[src/mfr_ram.sv]
// ----------------------------------------------------------------------------
// Generic RAM
// Single write port, single read port, registered read data.
// ----------------------------------------------------------------------------
`default_nettype none

module mfr_ram #(
   parameter int WIDTH = 8,
   parameter int DEPTH = 256
) (
   input  wire logic                     clock,
   input  wire logic                     wr_en,
   input  wire logic [$clog2(DEPTH)-1:0] wr_addr,
   input  wire logic [WIDTH-1:0]         wr_data,
   input  wire logic [$clog2(DEPTH)-1:0] rd_addr,
   output      logic [WIDTH-1:0]         rd_data
);

   logic [WIDTH-1:0] mem [DEPTH];

   always_ff @(posedge clock) begin
      if (wr_en) begin
         mem[wr_addr] <= wr_data;
      end
      rd_data <= mem[rd_addr];
   end

endmodule

`default_nettype wire

[config.mk]
export PLATFORM = sky130hd
export DESIGN_NAME = mfr_ram
export DESIGN_NICKNAME = d
export VERILOG_FILES = /design/src/mfr_ram.sv
export SDC_FILE = /design/constraint.sdc
export NUM_CORES = 2
export LEC_CHECK = 0
export BUFFER_PORTS_ARGS = -buffer_cell sky130_fd_sc_hd__buf_4
export CAP_MARGIN = 20
export CORE_ASPECT_RATIO = 0.7
export CORE_MARGIN = 5
export CORE_UTILIZATION = 45
export CTS_BUF_LIST = sky130_fd_sc_hd__clkbuf_8 sky130_fd_sc_hd__clkbuf_16
export DETAILED_ROUTE_END_ITERATION = 7
export SETUP_SLACK_MARGIN = 0.2
export SYNTH_ARGS = -nofsm -noshare
export SYNTH_HDL_FRONTEND = slang
export SYNTH_SLANG_ARGS = --single-unit
export TNS_END_PERCENT = 5
[constraint.sdc]
create_clock -name clock -period 7.1 [get_ports clock]
set_clock_uncertainty 0.05 [all_clocks]
set_input_delay 2.13 -clock clock [delete_from_list [all_inputs] [get_ports clock]]
set_output_delay 2.13 -clock clock [all_outputs]
set_load 0.005 [all_outputs]
Yosys cells after proc, flatten, opt, wreduce, memory -nomap -nowiden
Memories as Yosys holds them, arrays and structs flattened. A register that Yosys moved wholly into a read port is not among the register bits.
Index checks and enable logic that the tools add are counted.
W data, S select, Z words.
{ "word_totals": {"ff_bits": 0, "ramBits": 2048, "input_bits": 26, "output_inout_bits": 8, "elab_cells": 3, "n_memories": 1} }
{ "classes": {"mux": 2} }
{ "memory_table": {"columns": ["name", "depth", "width", "rd", "rd_ports_with_merged_regs", "write_ports", "line", "text"], "rows": [
  ["mem", 256, 8, 1, 1, 1, "19", "logic [WIDTH-1:0] mem [DEPTH];"]
]} }
{ "op_table": {"columns": ["op", "count"], "rows": [
  ["$mux W1", 2]
]} }

Longest topological paths before layout
{ "logic_depth": {"word_depth": 2, "mapped_depth": 11, "depth_no_buf": 6} }

Worst setup path after synthesis
OpenSTA, ideal clock, no wires.
{ "synth_path": {"path_kind": "input-to-reg", "from": "input rd_addr[0]", "to": "register rd_data[2] (read register of mem)", "setup_time_ns": 0.131, "arrival_ns": 3.937, "t_required_ns": 6.919, "slack_ns": 2.982, "cell_stages": 9, "path_buffers": 4, "path_cell_list": "buf_6 -> buf_12 -> buf_8 -> buf_2 -> mux4_2 -> a22oi_1 -> a21oi_1 -> nor4_1 -> nor4_2"} }
{ "synth_lines": {"columns": ["element", "line", "text"], "rows": [
  ["start: declaration", "15", "input wire logic [$clog2(DEPTH)-1:0] rd_addr,"],
  ["end: declaration", "16", "output logic [WIDTH-1:0] rd_data"]
]} }

==> results.py <==
metrics = {
    "critical_path": {
        "r2r_setup_slack_ns": 3.92,
        "worstPathRequired_ns": 7.69,
        "rr_startpoint": "mem[211][3]$_DFFE_PP_",
        "startpoint_type": "primary input",
        "crit_type": "primary input to register",
        "r2r_cells": 6,
        "cp.arrival_ns": 5.77,
        "rr_endpoint": "rd_data[3]$_DFF_P_",
        "path_max_fanout": 51,
        "worstSetupEndpointType": "register",
    },
    "clock_network": {
        "post_cts_resized": 0,
        "cts_root_buf": "clkbuf_16",
        "cts-buffers-inserted": 186,
        "h-tree-depth": 4,
        "insertion_delay_ns": 0.82,
        "clk_pin_slew_worst_paths_ns": 0.07,
        "post_cts.repair.setup_buffers": 0,
        "cts_tree": "done",
        "hold_buffers": 0,
        "cts_buffer_depth": 3,
        "cts.sink_count": 2056,
    },
    "drt": {
        "firstDrtPassIters": 5,
        "drt_iter0_markers": 5574,
        "route.detailed.drc": 0,
        "finalWirelength_um": 206000,
        "viasPerCell": 6.17,
        "drt-wirelength-per-cell_um": 32.4,
        "antenna_left": 0,
        "num_vias": 39200,
    },
    "power": {
        "power-per-cell-area_mw_per_mm2": 276,
        "p_comb_share_pct": 5.1,
        "p_sw_share_pct": 21.5,
        "p_seq_share_pct": 55.0,
        "clockPowerShare_pct": 39.9,
        "ir_drop_mv": 0.256,
        "p_sw_w": 0.00524,
        "p_leak_nw": 27.1,
        "intPower_w": 0.0191,
    },
    "timing": {
        "slew_violations": 0,
        "finalSetupViolations": 0,
        "clock.fmax_ghz": 0.193,
        "fin_crit_ns": 5.19,
        "relSlewSlack_pct": 24.3,
        "hold_viol": 0,
        "finalCritPeriodShare_pct": 73.1,
        "max_slew.worst_pin.slew_ns": 1.13,
        "tns_ns": 0,
        "rsz0062_at_grt": "no",
    },
    "floorplanning": {
        "core_area_mm2": 0.176,
        "io_pins": 34,
        "fp-row-count": 129,
        "dieArea_mm2": 0.185,
        "initial_core_util_pct": 45.1,
        "die_x_um": 513,
        "dieHeight_um": 362,
    },
    "min_path": {
        "hold_class": "register to register",
        "min_to": "rd_data[3]$_DFF_P_",
        "hp-start": "mem[40][3]$_DFFE_PP_",
        "min_path_cells": 6,
    },
    "layout": {
        "fillers": 14000,
        "num-nets-final": 3868,
        "drive_above_1_share_pct": 22.0,
        "area_delta_synth_final_pct": 11.1,
        "final_cells": 6355,
    },
    "logic_synthesis": {
        "ys_seq_area_share_pct": 77.5,
        "syn_area_per_cell_um2": 21.3,
        "syn_area_mm2": 0.0796,
        "synth_top_cell_area_share_pct": 77.3,
        "ys_types": 55,
        "synth.top_cells.by_area": "edfxtp_1 (77%), mux4_2 (13%), mux2i_1 (1.7%), nor2_1 (1.3%), a22oi_1 (1.3%)",
        "synth_top_area_cell": "edfxtp_1",
        "synth_top_flop_cell": "edfxtp_1",
        "synth-async-reset-ratio_pct": 0,
        "yosys_register_bits": 2056,
        "syn_inst": 3733,
        "synth_edf_count": 2048,
        "ys.warnings.count": 0,
        "synthesis.nets": 3759,
    },
    "global_route": {
        "grt_pass1_wl_um": 291000,
        "first_global_vias": 37900,
        "grt_start_max_net_pins": 152,
        "antenna_found_initial": 7,
        "grt_util_all_layers_pct": 22.0,
        "gr-total-overflow": 0,
    },
    "place": {
        "hpwl_um": 125000,
        "gp_congestion": 0.843,
        "io_buffers": 33,
        "post-place-cells": 6007,
    },
    "outcome": {
        "status": "finished clean",
    },
    "flow_run": {
        "cap_violations": 0,
    },
}
-- registers in the layout, indices dropped and copies added, names as in the netlist --
| name | flops |
|---|---|
| rd_data | 8 |
| mem | 2048 |
-- cell families after synthesis --
logic type / share of synthesized area, %
buffers and inverters: 1.83
flip-flops: 77.5
multiplexers: 14.6
AO/OA/AOI/OAI: 3.42
AND/OR/NAND/NOR: 2.63
-- metrics by stage --
step	util [%]	worst slack, ns	instance area [um2]	hold WS, ns	total power, W
after floorplan	-	2.98	79600	0.720	0.0143
after global placement	46.8	0.937	82500	0.902	0.0149
after detailed placement	46.8	1.15	82600	0.916	0.0149
after CTS	50.1	2.03	88300	0.915	0.0245
after global routing	50.1	1.90	88400	1.02	0.0251
final	50.1	1.91	88400	0.926	0.0244
-- synth_stat cells, types with 13 or more instances --
master / count
a221oi_1: 13
nor2b_1: 31
buf_4: 27
a211oi_1: 16
nor3_1: 22
clkbuf_1: 111
nor4_1: 24
mux4_2: 454
buf_6: 21
nand3_1: 34
nor2_1: 282
a22oi_1: 133
o22ai_1: 28
o221ai_1: 46
mux2i_1: 134
a21oi_1: 96
buf_1: 22
edfxtp_1: 2048
nand2_1: 33
buf_8: 13
buf_2: 31
-- metal layers --
metal	share of wire, %	global-route usage [%]	vias up
met2	43	30.9	2065
met5	0.015	0	-
li1	-	-	15900
met1	44	34.8	20900
met4	2.3	5.57	6
met3	10	5.09	265
-- critical path, cell delays in order --
cell	delay [ns]
buf_8	0.51
buf_4	0.49
mux4_2	0.57
a22o_1	0.19
a221oi_1	0.61
o32ai_1	0.20
nor3_1	0.86
nor4_1	0.13
-- power by group through the flow --
stage          combinational, W  clock (W)  sequential, W
5_1_grt                 0.00130     0.0104         0.0134
6_report                0.00124    0.00971         0.0134
2_1_floorplan          0.000650          0         0.0136
3_5_place_dp            0.00124          0         0.0137
4_1_cts                 0.00124    0.00984         0.0134
3_3_place_gp            0.00122          0         0.0137
-- cell type report --
class,instances,area (um2),share of cell area (%)
well taps,2358,2950,3.34
multi-input cells,1442,16500,18.7
clock inverters,144,948,1.07
flip-flops and latches,2056,61700,69.8
clock buffers,194,4820,5.45
repair buffers,154,1460,1.65
inverters,2,7.51,0.00849
diodes,5,12.5,0.0142
-- how the worst max path moves through the flow --
stage	startpoint	end	slack [ns]	cells after the start
5_1_grt	rd_addr[0]	rd_data[3]$_DFF_P_	1.90	8
4_1_cts	rd_addr[0]	rd_data[3]$_DFF_P_	2.03	8
6_report	rd_addr[0]	rd_data[3]$_DFF_P_	1.91	8
3_5_place_dp	rd_addr[0]	rd_data[3]$_DFF_P_	1.15	8
3_3_place_gp	rd_addr[0]	rd_data[0]$_DFF_P_	0.94	8
2_1_floorplan	rd_addr[0]	rd_data[2]$_DFF_P_	2.98	9
-- cell usage in the layout (no fill, tap or decap), types with 4 or more instances in the layout --
cell,Yosys,final
o21ai_0,10,10
buf_6,21,6
clkbuf_8,0,4
o32ai_1,4,4
mux2i_1,134,134
nor2b_1,31,28
mux4_2,454,454
o22ai_1,28,28
buf_4,27,118
o211ai_1,10,10
buf_12,8,17
nand3_1,34,31
and2_1,6,5
clkinvlp_4,0,5
clkinv_1,1,58
inv_6,0,9
o221ai_1,46,46
a21oi_1,96,96
or2_2,4,4
a221oi_1,13,13
nand4_1,10,10
clkbuf_16,0,191
edfxtp_1,2048,2048
nor3_1,22,22
bufinv_16,0,12
buf_8,13,9
a211oi_1,16,16
a22oi_1,133,133
nor4_2,3,7
dfxtp_1,8,8
diode_2,0,5
nand2_1,33,32
clkinv_2,0,23
nand2b_1,8,8
nor2_1,282,279
nor4_1,24,20
a22o_1,8,8
o22a_1,5,5
inv_1,1,39
Power figures use the tool's default switching activity.
